$ cat config.mk
export PLATFORM = sky130hd
export DESIGN_NAME = ultrasonic_range_sequencer
export DESIGN_NICKNAME = d
export VERILOG_FILES = /design/src/urs_pkg.sv /design/src/ultrasonic_range_sequencer.sv /design/src/urs_step.sv /design/src/urs_avg.sv
export SDC_FILE = /design/constraint.sdc
export NUM_CORES = 2
export LEC_CHECK = 0
export ABC_AREA = 1
export BUFFER_PORTS_ARGS = -buffer_cell sky130_fd_sc_hd__buf_2
export CELL_PAD_IN_SITES_DETAIL_PLACEMENT = 0
export CELL_PAD_IN_SITES_GLOBAL_PLACEMENT = 1
export CORE_ASPECT_RATIO = 1.75
export CORE_MARGIN = 2
export CORE_UTILIZATION = 45
export DETAILED_ROUTE_END_ITERATION = 6
export GPL_TIMING_DRIVEN = 0
export PLACE_DENSITY = 0.86
export RECOVER_POWER = 100
export SLEW_MARGIN = 15
export SYNTH_ARGS = -nofsm -noshare
export SYNTH_HDL_FRONTEND = slang
export SYNTH_HIERARCHICAL = 1
export SYNTH_SLANG_ARGS = --single-unit
$ cat constraint.sdc
create_clock -name clk -period 12.3 [get_ports clk]
set_clock_uncertainty 0.2 [all_clocks]
set_input_delay 1.23 -clock clk [delete_from_list [all_inputs] [get_ports clk]]
set_output_delay 1.23 -clock clk [all_outputs]
set_load 0.02 [all_outputs]
$ cat src/urs_pkg.sv
`default_nettype none
package urs_pkg;

	localparam logic [1:0] FN_TICK = 2'd0;
	localparam logic [1:0] FN_EDGE = 2'd1;
	localparam logic [1:0] FN_PING = 2'd2;

	localparam logic [1:0] CFG_TEMP     = 2'd0;
	localparam logic [1:0] CFG_PWR_CTRL = 2'd1;
	localparam logic [1:0] CFG_PWR_UP   = 2'd2;

	localparam int SUM_W  = 24;
	localparam int LEN_W  = 18;
	localparam int SPD_W  = 19;
	localparam int PROD_W = SUM_W + SPD_W;
	localparam int QBITS  = 17;
	localparam int HI_W   = PROD_W - QBITS;

	localparam logic [7:0]       GUARD_MS   = 8'd200;
	localparam logic [7:0]       TIMEOUT_MS = 8'd200;
	localparam logic [LEN_W-1:0] LEN_MAX    = {LEN_W{1'b1}};
	localparam logic [SUM_W-1:0] SUM_MAX    = {SUM_W{1'b1}};
	localparam logic [15:0]      RANGE_RST  = 16'd999;
	localparam logic [15:0]      RANGE_MAX  = 16'hFFFF;

	localparam int SPEED_BASE  = 331300;
	localparam int SPEED_SLOPE = 606;
	localparam int DIV_SCALE   = 2000000;

	typedef enum logic [1:0] {
		ST_NONE    = 2'd0,
		ST_READING = 2'd1,
		ST_TIMEOUT = 2'd2
	} status_t;

	typedef struct packed {
		logic signed [7:0] temperature_c;
		logic              power_control_present;
		logic [15:0]       power_up_ms;
	} cfg_t;

	typedef struct packed {
		logic    trigger_pulse;
		logic    power_enable;
		status_t reading_status;
		logic    need_avg;
	} step_res_t;

	typedef enum logic {
		T_IDLE,
		T_AVG
	} top_state_t;

	typedef enum logic [2:0] {
		A_IDLE,
		A_MUL,
		A_PRE,
		A_DIV,
		A_DONE
	} avg_state_t;

endpackage
`default_nettype wire

$ cat src/ultrasonic_range_sequencer.sv
// A tick, edge or ping request that needs no averaging has its result registered in the cycle after acceptance.
// A tick that completes a reading runs one setup, one multiply, one overflow check
// and 17 quotient steps of the shared subtractor (skipped on overflow), then the result.
// Throughput: one request per cycle while no reading completes; item_ready is low
// during averaging and while an unaccepted result blocks the output register.
// Reset clears all sequencing state, sets the last range to 999 and registers to defaults.
`default_nettype none
module ultrasonic_range_sequencer #(
	parameter int MAX_PINGS = 64
) (
	input  wire logic               clk,
	input  wire logic               arst_n,
	input  wire logic               item_valid,
	output logic                    item_ready,
	input  wire logic [1:0]         func,
	input  wire logic               echo_level,
	input  wire logic [31:0]        edge_time_us,
	input  wire logic [6:0]         ping_count,
	output logic                    result_valid,
	input  wire logic               result_ready,
	output logic                    trigger_pulse,
	output logic                    power_enable,
	output logic [1:0]              reading_status,
	output logic [15:0]             range_mm,
	input  wire logic               cfg_we,
	input  wire logic [1:0]         cfg_index,
	input  wire logic [15:0]        cfg_data
);

	localparam int PW = $clog2(MAX_PINGS + 2);

	urs_pkg::top_state_t state_q, state_d;
	urs_pkg::cfg_t       cfg_q;
	urs_pkg::step_res_t  step_res, hold_q;

	logic [urs_pkg::SUM_W-1:0] avg_sum;
	logic [PW-1:0]             avg_n;
	logic                      avg_done;
	logic [15:0]               avg_value;

	logic        accept, avg_start, load_direct;
	logic        result_valid_q, trigger_q, power_q;
	logic [1:0]  status_q;
	logic [15:0] range_q, last_range_q;

	urs_step #(
		.MAX_PINGS(MAX_PINGS),
		.PW(PW)
	) u_step (
		.clk(clk),
		.arst_n(arst_n),
		.apply(accept),
		.cfg(cfg_q),
		.func(func),
		.echo_level(echo_level),
		.edge_time_us(edge_time_us),
		.ping_count(ping_count),
		.res(step_res),
		.avg_sum(avg_sum),
		.avg_n(avg_n)
	);

	urs_avg #(
		.MAX_PINGS(MAX_PINGS),
		.PW(PW)
	) u_avg (
		.clk(clk),
		.arst_n(arst_n),
		.start(avg_start),
		.sum(avg_sum),
		.n(avg_n),
		.temperature_c(cfg_q.temperature_c),
		.done(avg_done),
		.value(avg_value)
	);

	always_comb begin
		state_d = state_q;
		unique case (state_q)
			urs_pkg::T_IDLE: if (avg_start) state_d = urs_pkg::T_AVG;
			urs_pkg::T_AVG:  if (avg_done) state_d = urs_pkg::T_IDLE;
			default:         state_d = urs_pkg::T_IDLE;
		endcase
	end

	always_comb begin
		item_ready  = (state_q == urs_pkg::T_IDLE) && (!result_valid_q || result_ready);
		accept      = item_valid && item_ready;
		avg_start   = accept && step_res.need_avg;
		load_direct = accept && !step_res.need_avg;
	end

	always_ff @(posedge clk or negedge arst_n) begin
		if (!arst_n) begin
			state_q        <= urs_pkg::T_IDLE;
			result_valid_q <= 1'b0;
			last_range_q   <= urs_pkg::RANGE_RST;
			cfg_q.temperature_c         <= 8'sd20;
			cfg_q.power_control_present <= 1'b1;
			cfg_q.power_up_ms           <= 16'd100;
		end else begin
			state_q <= state_d;
			if (load_direct || avg_done)
				result_valid_q <= 1'b1;
			else if (result_ready)
				result_valid_q <= 1'b0;
			if (avg_done)
				last_range_q <= avg_value;
			if (cfg_we) begin
				unique case (cfg_index)
					urs_pkg::CFG_TEMP:     cfg_q.temperature_c <= signed'(cfg_data[7:0]);
					urs_pkg::CFG_PWR_CTRL: cfg_q.power_control_present <= cfg_data[0];
					urs_pkg::CFG_PWR_UP:   cfg_q.power_up_ms <= cfg_data;
					default: begin
					end
				endcase
			end
		end
	end

	always_ff @(posedge clk) begin
		if (avg_start)
			hold_q <= step_res;
		if (load_direct) begin
			trigger_q <= step_res.trigger_pulse;
			power_q   <= step_res.power_enable;
			status_q  <= step_res.reading_status;
			range_q   <= last_range_q;
		end else if (avg_done) begin
			trigger_q <= hold_q.trigger_pulse;
			power_q   <= hold_q.power_enable;
			status_q  <= hold_q.reading_status;
			range_q   <= avg_value;
		end
	end

	assign result_valid   = result_valid_q;
	assign trigger_pulse  = trigger_q;
	assign power_enable   = power_q;
	assign reading_status = status_q;
	assign range_mm       = range_q;

	a_done_in_avg: assert property (@(posedge clk) disable iff (!arst_n)
		avg_done |-> state_q == urs_pkg::T_AVG) else $error("average done outside averaging");
	a_no_result_avg: assert property (@(posedge clk) disable iff (!arst_n)
		state_q == urs_pkg::T_AVG |-> !result_valid_q) else $error("result pending while averaging");
	a_no_overrun: assert property (@(posedge clk) disable iff (!arst_n)
		accept |-> !result_valid_q || result_ready) else $error("request taken over held result");

endmodule
`default_nettype wire

$ cat src/urs_step.sv
`default_nettype none
module urs_step #(
	parameter int MAX_PINGS = 64,
	parameter int PW = 7
) (
	input  wire logic                      clk,
	input  wire logic                      arst_n,
	input  wire logic                      apply,
	input  wire urs_pkg::cfg_t             cfg,
	input  wire logic [1:0]                func,
	input  wire logic                      echo_level,
	input  wire logic [31:0]               edge_time_us,
	input  wire logic [6:0]                ping_count,
	output urs_pkg::step_res_t             res,
	output logic [urs_pkg::SUM_W-1:0]      avg_sum,
	output logic [PW-1:0]                  avg_n
);

	localparam int CW = (PW > 7) ? PW : 7;

	logic power_on_q, powering_up_q, power_ready_q, ping_pending_q;
	logic awaiting_q, timing_q, pulse_ready_q, guard_q;
	logic [31:0] pulse_start_q;
	logic [urs_pkg::LEN_W-1:0] pulse_len_q;
	logic [15:0] power_wait_q;
	logic [7:0] echo_wait_q, guard_wait_q;
	logic [PW-1:0] sent_q, wanted_q;
	logic [urs_pkg::SUM_W-1:0] sum_q;

	logic power_on_d, powering_up_d, power_ready_d, ping_pending_d;
	logic awaiting_d, timing_d, pulse_ready_d, guard_d;
	logic [31:0] pulse_start_d;
	logic [urs_pkg::LEN_W-1:0] pulse_len_d;
	logic [15:0] power_wait_d;
	logic [7:0] echo_wait_d, guard_wait_d;
	logic [PW-1:0] sent_d, wanted_d;
	logic [urs_pkg::SUM_W-1:0] sum_d;

	logic stop_c;
	logic [CW-1:0] count_c;
	logic [31:0] diff_c;
	logic [urs_pkg::SUM_W:0] sum_ext_c;

	always_comb begin
		power_on_d     = power_on_q;
		powering_up_d  = powering_up_q;
		power_ready_d  = power_ready_q;
		ping_pending_d = ping_pending_q;
		awaiting_d     = awaiting_q;
		timing_d       = timing_q;
		pulse_ready_d  = pulse_ready_q;
		guard_d        = guard_q;
		pulse_start_d  = pulse_start_q;
		pulse_len_d    = pulse_len_q;
		power_wait_d   = power_wait_q;
		echo_wait_d    = echo_wait_q;
		guard_wait_d   = guard_wait_q;
		sent_d         = sent_q;
		wanted_d       = wanted_q;
		sum_d          = sum_q;
		res.trigger_pulse  = 1'b0;
		res.reading_status = urs_pkg::ST_NONE;
		res.need_avg       = 1'b0;
		avg_sum = sum_q;
		stop_c  = 1'b0;
		count_c = CW'(ping_count);
		diff_c  = edge_time_us - pulse_start_q;
		sum_ext_c = {1'b0, sum_q} + (urs_pkg::SUM_W+1)'(pulse_len_q);

		case (func)
			urs_pkg::FN_TICK: begin
				if (awaiting_q && echo_wait_q != 8'hFF)
					echo_wait_d = echo_wait_q + 8'd1;
				if (guard_q && guard_wait_q != 8'hFF)
					guard_wait_d = guard_wait_q + 8'd1;
				if (powering_up_q) begin
					if (power_wait_q != 16'hFFFF)
						power_wait_d = power_wait_q + 16'd1;
					if (power_wait_d < cfg.power_up_ms) begin
						stop_c = 1'b1;
					end else begin
						powering_up_d = 1'b0;
						power_ready_d = 1'b1;
						if (ping_pending_q) begin
							ping_pending_d    = 1'b0;
							sent_d            = PW'(1);
							timing_d          = 1'b0;
							awaiting_d        = 1'b1;
							echo_wait_d       = 8'd0;
							res.trigger_pulse = 1'b1;
							stop_c            = 1'b1;
						end
					end
				end
				if (!stop_c && awaiting_q && echo_wait_d > urs_pkg::TIMEOUT_MS) begin
					awaiting_d         = 1'b0;
					res.reading_status = urs_pkg::ST_TIMEOUT;
					stop_c             = 1'b1;
				end
				if (!stop_c) begin
					if (pulse_ready_q) begin
						if (sent_q == PW'(1)) begin
							wanted_d = wanted_q + PW'(1);
						end else begin
							sum_d = sum_ext_c[urs_pkg::SUM_W] ? urs_pkg::SUM_MAX
								: sum_ext_c[urs_pkg::SUM_W-1:0];
						end
						pulse_ready_d = 1'b0;
						if (sent_q < wanted_d) begin
							guard_wait_d = 8'd0;
							guard_d      = 1'b1;
						end else begin
							if (cfg.power_control_present) begin
								power_on_d    = 1'b0;
								powering_up_d = 1'b0;
								power_ready_d = 1'b0;
							end
							avg_sum            = sum_d;
							sum_d              = '0;
							res.need_avg       = 1'b1;
							res.reading_status = urs_pkg::ST_READING;
						end
					end else if (guard_q && guard_wait_d >= urs_pkg::GUARD_MS) begin
						timing_d          = 1'b0;
						awaiting_d        = 1'b1;
						echo_wait_d       = 8'd0;
						res.trigger_pulse = 1'b1;
						sent_d            = sent_q + PW'(1);
						guard_d           = 1'b0;
					end
				end
			end
			urs_pkg::FN_EDGE: begin
				if (awaiting_q) begin
					if (echo_level) begin
						pulse_start_d = edge_time_us;
						awaiting_d    = 1'b0;
						timing_d      = 1'b1;
					end
				end else if (timing_q) begin
					if (!echo_level) begin
						pulse_len_d = (diff_c > 32'(urs_pkg::LEN_MAX)) ? urs_pkg::LEN_MAX
							: diff_c[urs_pkg::LEN_W-1:0];
						timing_d      = 1'b0;
						pulse_ready_d = 1'b1;
					end
				end
			end
			urs_pkg::FN_PING: begin
				if (count_c == '0)
					count_c = CW'(1);
				if (count_c > CW'(MAX_PINGS))
					count_c = CW'(MAX_PINGS);
				sum_d         = '0;
				timing_d      = 1'b0;
				awaiting_d    = 1'b0;
				pulse_ready_d = 1'b0;
				guard_d       = 1'b0;
				wanted_d      = count_c[PW-1:0];
				if (cfg.power_control_present && !power_ready_q) begin
					if (!power_on_q) begin
						power_on_d    = 1'b1;
						powering_up_d = 1'b1;
						power_wait_d  = 16'd0;
					end
					ping_pending_d = 1'b1;
				end else begin
					awaiting_d        = 1'b1;
					echo_wait_d       = 8'd0;
					res.trigger_pulse = 1'b1;
					sent_d            = PW'(1);
				end
			end
			default: begin
			end
		endcase
		res.power_enable = !cfg.power_control_present || power_on_d;
		avg_n = (sent_q > PW'(1)) ? (sent_q - PW'(1)) : PW'(1);
	end

	always_ff @(posedge clk or negedge arst_n) begin
		if (!arst_n) begin
			power_on_q     <= 1'b0;
			powering_up_q  <= 1'b0;
			power_ready_q  <= 1'b0;
			ping_pending_q <= 1'b0;
			awaiting_q     <= 1'b0;
			timing_q       <= 1'b0;
			pulse_ready_q  <= 1'b0;
			guard_q        <= 1'b0;
			pulse_start_q  <= '0;
			pulse_len_q    <= '0;
			power_wait_q   <= '0;
			echo_wait_q    <= '0;
			guard_wait_q   <= '0;
			sent_q         <= '0;
			wanted_q       <= '0;
			sum_q          <= '0;
		end else if (apply) begin
			power_on_q     <= power_on_d;
			powering_up_q  <= powering_up_d;
			power_ready_q  <= power_ready_d;
			ping_pending_q <= ping_pending_d;
			awaiting_q     <= awaiting_d;
			timing_q       <= timing_d;
			pulse_ready_q  <= pulse_ready_d;
			guard_q        <= guard_d;
			pulse_start_q  <= pulse_start_d;
			pulse_len_q    <= pulse_len_d;
			power_wait_q   <= power_wait_d;
			echo_wait_q    <= echo_wait_d;
			guard_wait_q   <= guard_wait_d;
			sent_q         <= sent_d;
			wanted_q       <= wanted_d;
			sum_q          <= sum_d;
		end
	end

endmodule
`default_nettype wire

$ cat src/urs_avg.sv
`default_nettype none
module urs_avg #(
	parameter int MAX_PINGS = 64,
	parameter int PW = 7
) (
	input  wire logic                         clk,
	input  wire logic                         arst_n,
	input  wire logic                         start,
	input  wire logic [urs_pkg::SUM_W-1:0]    sum,
	input  wire logic [PW-1:0]                n,
	input  wire logic signed [7:0]            temperature_c,
	output logic                              done,
	output logic [15:0]                       value
);

	localparam int DW = $clog2(MAX_PINGS * urs_pkg::DIV_SCALE + 1);
	localparam int RW = (DW + 1 > urs_pkg::HI_W) ? DW + 1 : urs_pkg::HI_W;
	localparam int NW = $clog2(urs_pkg::QBITS);

	urs_pkg::avg_state_t state_q, state_d;

	logic [urs_pkg::SUM_W-1:0]  sum_q;
	logic [urs_pkg::SPD_W-1:0]  speed_q;
	logic [DW-1:0]              div_q;
	logic [urs_pkg::PROD_W-1:0] prod_q;
	logic [urs_pkg::QBITS-1:0]  low_q;
	logic [RW-1:0]              rem_q;
	logic [urs_pkg::QBITS-1:0]  quo_q;
	logic [NW-1:0]              cnt_q;
	logic                       sat_q;

	logic [RW-1:0] cand_c;
	logic [RW:0]   diff_c;
	logic          ge_c;
	logic [19:0]   speed_c;

	// one compare/subtract unit serves the overflow check and every quotient bit
	assign cand_c = (state_q == urs_pkg::A_PRE) ? RW'(prod_q[urs_pkg::PROD_W-1:urs_pkg::QBITS])
		: {rem_q[RW-2:0], low_q[urs_pkg::QBITS-1]};
	assign diff_c = {1'b0, cand_c} - {1'b0, RW'(div_q)};
	assign ge_c = !diff_c[RW];
	assign speed_c = 20'(urs_pkg::SPEED_BASE) + 20'(urs_pkg::SPEED_SLOPE * int'(temperature_c));

	always_comb begin
		state_d = state_q;
		unique case (state_q)
			urs_pkg::A_IDLE: if (start) state_d = urs_pkg::A_MUL;
			urs_pkg::A_MUL:  state_d = urs_pkg::A_PRE;
			urs_pkg::A_PRE:  state_d = ge_c ? urs_pkg::A_DONE : urs_pkg::A_DIV;
			urs_pkg::A_DIV:  if (cnt_q == '0) state_d = urs_pkg::A_DONE;
			urs_pkg::A_DONE: state_d = urs_pkg::A_IDLE;
			default:         state_d = urs_pkg::A_IDLE;
		endcase
	end

	always_comb begin
		done  = (state_q == urs_pkg::A_DONE);
		value = (sat_q || quo_q[urs_pkg::QBITS-1]) ? urs_pkg::RANGE_MAX : quo_q[15:0];
	end

	always_ff @(posedge clk or negedge arst_n) begin
		if (!arst_n)
			state_q <= urs_pkg::A_IDLE;
		else
			state_q <= state_d;
	end

	always_ff @(posedge clk) begin
		case (state_q)
			urs_pkg::A_IDLE: begin
				sum_q   <= sum;
				speed_q <= speed_c[urs_pkg::SPD_W-1:0];
				div_q   <= DW'(n * urs_pkg::DIV_SCALE);
			end
			urs_pkg::A_MUL: begin
				prod_q <= urs_pkg::PROD_W'(sum_q) * urs_pkg::PROD_W'(speed_q);
			end
			urs_pkg::A_PRE: begin
				sat_q <= ge_c;
				rem_q <= cand_c;
				low_q <= prod_q[urs_pkg::QBITS-1:0];
				quo_q <= '0;
				cnt_q <= NW'(urs_pkg::QBITS - 1);
			end
			urs_pkg::A_DIV: begin
				rem_q <= ge_c ? diff_c[RW-1:0] : cand_c;
				low_q <= {low_q[urs_pkg::QBITS-2:0], 1'b0};
				quo_q <= {quo_q[urs_pkg::QBITS-2:0], ge_c};
				cnt_q <= cnt_q - NW'(1);
			end
			default: begin
			end
		endcase
	end

	a_done_pulse: assert property (@(posedge clk) disable iff (!arst_n)
		done |=> !done) else $error("average done held");
	a_cnt_range: assert property (@(posedge clk) disable iff (!arst_n)
		state_q == urs_pkg::A_DIV |-> cnt_q <= NW'(urs_pkg::QBITS - 1))
		else $error("quotient bit count out of range");
	a_rem_below: assert property (@(posedge clk) disable iff (!arst_n)
		state_q == urs_pkg::A_DIV |-> rem_q < RW'(div_q))
		else $error("partial remainder not below divisor");

endmodule
`default_nettype wire

======== After elaboration in Yosys (flattened, before gate mapping) ========
Index checks and enable logic that the tools add are counted.
word-level totals
  register bits ........................... 371
  input bits .............................. 65
  output and inout bits ................... 22
  word-level logic and storage cells ...... 286
cells by class
  add/subtract/negate cells ............... 11
  $mul .................................... 3
  magnitude comparators ................... 7
  equal/unequal tests ..................... 27
  muxes and demuxes ....................... 150
  bitwise operators ....................... 3
  reduce and logical (&&, ||, !) cells .... 46
operators with widths
  operator                                                         number
  two-way mux 24 bit                                               9
  two-way mux 16 bit                                               9
  two-way mux 7 bit                                                17
  two-way mux 8 bit                                                14
  two-way mux 1 bit                                                69
  case mux 17 bit (2 select lines)                                 2
  case mux 27 bit (2 select lines)                                 1
  case mux 24 bit (2 select lines)                                 1
  multiplier 24 x 19 -> 43 bit                                     1
  greater-than comparator 32 x 18 -> 1 bit, second input constant  1
  case mux 16 bit (2 select lines)                                 1
  subtractor 32 bit                                                1
  subtractor 28 x 27 -> 29 bit                                     1
  two-way mux 28 bit                                               1
  case mux 7 bit (2 select lines)                                  2
  two-way mux 27 bit                                               1
  adder 24 x 18 -> 25 bit                                          1
  two-way mux 3 bit                                                7
  multiplier 7 x 14 -> 20 bit, second input constant               1
  AND reduction 5 bit                                              4
  adder 19 bit, first input constant                               1
  multiplier 10 x 8 -> 18 bit, first input constant                1
  two-way mux 18 bit                                               1
  adder 16 x 1 -> 16 bit, second input constant                    1
  42 further kinds                                                 99

======== Longest topological paths before layout ========
  depth in word-level cells ............... 24
  gate-level depth with buffers ........... 30
  gate-level depth less buffers ........... 28

======== Modules after synthesis ========
Netlist, hierarchy kept.
by module, submodules not included
  module                      times used  cells an instance  area an instance (um2)  sequential area each (um2)
  urs_avg                     1           3,057              25,356.8                5,180.0
  urs_step                    1           1,513              10,540.1                3,203.1
  ultrasonic_range_sequencer  1           275                2,887.8                 1,814.2

======== Worst setup path after synthesis ========
No wires, ideal clock.
  path kind ............................... register -> register
  start ................................... register u_avg/sum_q[9] (netlist bit)
  end ..................................... register u_avg/prod_q[32] (netlist bit), data pin
  library setup time ...................... 252 ps
  arrival time ............................ 5,550 ps
  data required time ...................... 11,848 ps
  setup slack ............................. 6,297 ps
  stages on the path, launching flop included .. 25
  path buffers ............................ 2
  period minus slack after synthesis ...... 6,003 ps
  path through ............................ edfxtp_1 -> clkbuf_1 -> clkbuf_1 -> nand2_1 -> fa_1 -> inv_1 -> fa_1 -> inv_1 -> fa_1 -> inv_1 -> fa_1 -> fa_1 -> inv_1 -> fa_1 -> inv_1 -> ha_1 -> nand2_1 -> nor2_1 -> nand2_1 -> o21ai_0 -> nand2_1 -> nand2_1 -> nand3_1 -> nand3_1 -> nand2_1
on the way
  longest elaborated chain between the ends .. 1
ends and longest elaborated chain
  element                       RTL line       source
  start: declaration            urs_avg.sv:22  logic [urs_pkg::SUM_W-1:0] sum_q;
  start signal: assignment      urs_avg.sv:71  sum_q <= sum;
  multiplier 24 x 19 -> 43 bit  urs_avg.sv:76  prod_q <= urs_pkg::PROD_W'(sum_q) * urs_pkg::PROD_W'(speed_q);
  end signal: assignment        urs_avg.sv:76
  end: declaration              urs_avg.sv:25  logic [urs_pkg::PROD_W-1:0] prod_q;
No other way between the ends.
A chain may end at the register's enable or synchronous reset.

======== Worst setup path after layout ========
  start ................................... register u_avg/sum_q[5] (netlist bit)
  end ..................................... register u_avg/prod_q[28] (netlist bit), data pin
Same word-level chain as after synthesis.

==> Implementation_results.wiki <==
{| class="wikitable"
! Metric !! Value
|-
| Outcome || finished, violations left
|-
| Violations in the final reports || antenna rules, capacitance limit, slew limit
|-
| Layout overhead on the synthesized area || 7.74%
|-
| Width of the die || 226 µm
|-
| Aggregate global-route resource usage || 25.0%
|-
| Number of gates given a new drive strength after cts || 0
|-
| Pin count of the biggest net entering global routing || 67
|-
| Library cell with the largest summed area after synthesis || sky130_fd_sc_hd__fa_1
|-
| Largest cells by area after synthesis || sky130_fd_sc_hd__fa_1 20%, sky130_fd_sc_hd__edfxtp_1 15%, sky130_fd_sc_hd__nand2_1 13%, sky130_fd_sc_hd__ha_1 11%, sky130_fd_sc_hd__dfrtp_1 10%
|-
| Total CTS buffers || 41
|-
| Count of buffer and inverter cells on the critical path || 7
|-
| Overall overflow remaining after global route || 0
|-
| Fillers || 8473
|-
| Clock tree from TritonCTS || built
|-
| Number of antenna violations at the first check in global routing || 0
|-
| Clock Path Buffers || 3
|-
| Post-Synthesis Mean Instance Area || 8.01 µm²
|-
| Slowest Stage Delay on Critical Path || 0.62 ns
|-
| Cell with the largest stage delay on the worst path || sky130_fd_sc_hd__fa_1
|-
| Cells along the critical path || clkbuf_1, clkbuf_1, nand2_1, fa_1, inv_1, fa_1, inv_1, fa_1, inv_1, fa_1, fa_1, inv_1, fa_1, inv_1, ha_1, nand2_1, nor2_1, nand2_1, o21ai_0, nand2_1, o21ai_0, xor2_1
|-
| Most numerous cell types in the synthesized netlist || 1381 x sky130_fd_sc_hd__nand2_1, 1027 x sky130_fd_sc_hd__inv_1, 382 x sky130_fd_sc_hd__fa_1
|-
| Number of routed nets with antenna violations || 1
|-
| Wire length per cell || 17.5 µm
|-
| Cell with the most instances on the worst path || sky130_fd_sc_hd__fa_1
|-
| Family of cells with the greatest summed delay on the critical path || adder cells
|-
| Setup TNS after final layout || 0 ns
|-
| Post-Synthesis Net Count || 5626
|-
| Wire length of the first global-routing pass || 170 mm
|-
| Final hold violation count || 0
|-
| Arrival @ worst endpoint || 7.66 ns
|-
| Data required time at the worst endpoint || 12.51 ns
|-
| Via Count || 31596
|-
| Final wirelength || 108 mm
|-
| Clock tree root driver cell || sky130_fd_sc_hd__clkbuf_16
|-
| Quantity of I/O buffers inserted on ports || 86
|-
| EDFF count, synth || 194
|-
| DRC Markers || 0
|-
| Number of top-level pins || 87
|-
| Number of buffers inserted by hold repair at cts || 0
|-
| RSZ-0062 raised after global routing || false
|-
| Total of warnings raised by yosys || 6
|-
| Final Wtd Congestion || 0.967
|-
| Final critical delay including setup and external delays || 7.46 ns
|-
| Maximum Capacitance Violations || 3
|-
| DR iter-0 viols || 1513
|-
| Slew HR || -124%
|-
| Row count || 142
|-
| Area occupied by registers || 10200 µm²
|-
| Most frequently used cell type in the post-synthesis netlist || sky130_fd_sc_hd__nand2_1
|-
| Sum of net half-perimeters after detailed placement || 89.4 mm
|-
| Final worst path period share || 60.6%
|-
| Clock latency on the worst-skew pair || 0.60 ns
|-
| Starting Density || 45.4%
|-
| Flop and latch count out of synthesis || 368
|-
| Synthesized area || 38800 µm²
|-
| Die footprint || 88600 µm²
|-
| Kind of path behind the tightest hold check || flop to flop
|-
| H-tree depth || 2
|-
| Std-Cell Core Area || 85500 µm²
|-
| Count of pins over their slew limit || 111
|-
| Critical path class || flop to flop
|-
| First-pass iteration count of the detailed router || 6
|-
| Distinct cell type count after synthesis || 66
|-
| Number of global-route vias before repair || 32940
|-
| Clock tree sinks || 368
|-
| Multi-input combinational cell area || 23700 µm²
|-
| Maximum achievable frequency || 0.134 GHz
|-
| Detailed-route vias per instance || 5.11
|-
| Total of endpoints with negative setup slack in the final report || 0
|-
| Die Height || 392 µm
|-
| Crit end category || flop
|-
| Share of the synthesized area in the top cell type || 19.7%
|-
| Proportion of synthesized chip area in sequential cells || 26.3%
|-
| Share of post-route cells with drive strength above 1 || 4.02%
|-
| Pin slew with the least headroom to its limit || 3.36 ns
|-
| Dominant register cell in the synthesized netlist || sky130_fd_sc_hd__edfxtp_1
|-
| Largest fanout on the critical path || 10
|-
| Setup bufs post-CTS || 0
|-
| Number of instances in the synthesized netlist || 4845
|-
| Critical path launch point type || flop
|-
| Ys async rst share || 47.3%
|-
| Clock transition at the registers of the reported paths || 0.06 ns
|-
| Net count, final || 5770
|}
==> layout by cell type, fill, tap and decap left out, types with 6 or more instances in the layout <==
| cell | synthesis | layout |
|---|---|---|
| sky130_fd_sc_hd__inv_2 | 11 | 7 |
| sky130_fd_sc_hd__a21oi_1 | 163 | 164 |
| sky130_fd_sc_hd__nand3_1 | 150 | 154 |
| sky130_fd_sc_hd__a21boi_0 | 9 | 9 |
| sky130_fd_sc_hd__clkbuf_16 | 0 | 41 |
| sky130_fd_sc_hd__edfxtp_1 | 194 | 194 |
| sky130_fd_sc_hd__o211ai_1 | 8 | 8 |
| sky130_fd_sc_hd__a31oi_1 | 13 | 13 |
| sky130_fd_sc_hd__xor2_1 | 107 | 107 |
| sky130_fd_sc_hd__nor3_1 | 45 | 45 |
| sky130_fd_sc_hd__dfstp_2 | 14 | 13 |
| sky130_fd_sc_hd__o21ai_2 | 43 | 10 |
| sky130_fd_sc_hd__fa_1 | 382 | 382 |
| sky130_fd_sc_hd__a21o_1 | 14 | 14 |
| sky130_fd_sc_hd__xnor2_1 | 49 | 49 |
| sky130_fd_sc_hd__nand2_1 | 1381 | 1384 |
| sky130_fd_sc_hd__o21bai_1 | 10 | 10 |
| sky130_fd_sc_hd__o21ai_0 | 173 | 228 |
| sky130_fd_sc_hd__nand4_1 | 46 | 47 |
| sky130_fd_sc_hd__nor2_1 | 225 | 230 |
| sky130_fd_sc_hd__nor4_1 | 8 | 8 |
| sky130_fd_sc_hd__buf_2 | 18 | 74 |
| sky130_fd_sc_hd__o21a_1 | 6 | 6 |
| sky130_fd_sc_hd__o22ai_1 | 18 | 18 |
| sky130_fd_sc_hd__clkbuf_1 | 106 | 176 |
| sky130_fd_sc_hd__dfrtp_1 | 160 | 160 |
| sky130_fd_sc_hd__o21ai_1 | 28 | 7 |
| sky130_fd_sc_hd__ha_1 | 334 | 334 |
| sky130_fd_sc_hd__a211oi_1 | 6 | 6 |
| sky130_fd_sc_hd__clkinv_1 | 4 | 6 |
| sky130_fd_sc_hd__inv_1 | 1027 | 1029 |
==> worst min-delay path: cells and delay by family (launching register included) <==
kind | cells | cell delay (ns)
flip-flops | 1 | 0.37
AND/OR/NAND/NOR | 2 | 0.09
==> metrics by stage <==
stage,area [µm²],cells,hold WS [ns],utilization (%),setup slack (ns)
2_1_floorplan,38800,4845,0.242,-,6.30
3_3_place_gp,40700,6083,0.249,47.6,4.47
3_5_place_dp,40900,6098,0.252,47.8,4.95
4_1_cts,42300,6173,0.262,49.5,4.95
5_1_grt,41800,6173,0.287,48.9,4.39
6_report,41800,6178,0.261,48.9,4.84
==> kinds of logic after synthesis <==
family | synth area share (%)
DFF | 26.3
xor gates and xnor gates | 3.52
and+or+nand+nor | 19.9
AOI/OAI and AO/OA | 7.71
adders and majority gates | 30.5
buffers and inverters | 12.0
muxes | 0.0807
==> sequential cells by signal (all words and copies together) (netlist names), 5 cells and up <==
| register | count |
|---|---|
| cfg_q | 25 |
| u_avg/low_q | 16 |
| u_avg/quo_q | 17 |
| u_step/power_wait_q | 16 |
| u_step/sent_q | 7 |
| u_avg/prod_q | 42 |
| u_avg/speed_q | 18 |
| u_step/wanted_q | 7 |
| u_avg/cnt_q | 5 |
| u_step/pulse_start_q | 32 |
| u_step/guard_wait_q | 8 |
| last_range_q | 16 |
| u_step/echo_wait_q | 8 |
| u_avg/div_q | 20 |
| u_avg/rem_q | 27 |
| u_step/pulse_len_q | 18 |
| range_mm | 16 |
| u_step/sum_q | 24 |
| u_avg/sum_q | 24 |
==> layout make-up <==
class,instances,area share [%]
Sequential cell,368,24.4
Multi-Input combinational cell,3283,56.7
Tap cell,1152,3.45
Timing Repair Buffer,101,1.15
Antenna cell,5,0.0299
Inverter,1042,9.36
Buffer,152,1.45
Clock inverter,22,0.758
Clock buffer,53,2.66
==> metal layers <==
layer	vias to the layer above	wire length [µm]	share of wire, %	track usage, %
li1	15186	-	-	-
met4	0	10900	10	21.3
met1	15073	35400	33	23.4
met2	901	57100	53	47.3
met3	436	4660	4.3	3.41
met5	-	0	0	0
==> worst paths after layout <==
check,start,cells after the start,end,slack [ns]
worst max-delay path,u_avg/sum_q[5],22,u_avg/prod_q[28],4.84
worst min-delay path,last_range_q[7],2,last_range_q[7],0.26
worst max register to register,u_avg/sum_q[5],22,u_avg/prod_q[28],4.84
worst min register to register,last_range_q[7],2,last_range_q[7],0.26
max in group asynchronous,arst_n,2,u_step/sum_q[3],6.01
min in group asynchronous,arst_n,1,u_step/pulse_start_q[7],1.54
Power is left out: the tool's default activity adds up to more than one toggle a clock period on the data nets, which glitch-free logic cannot reach.
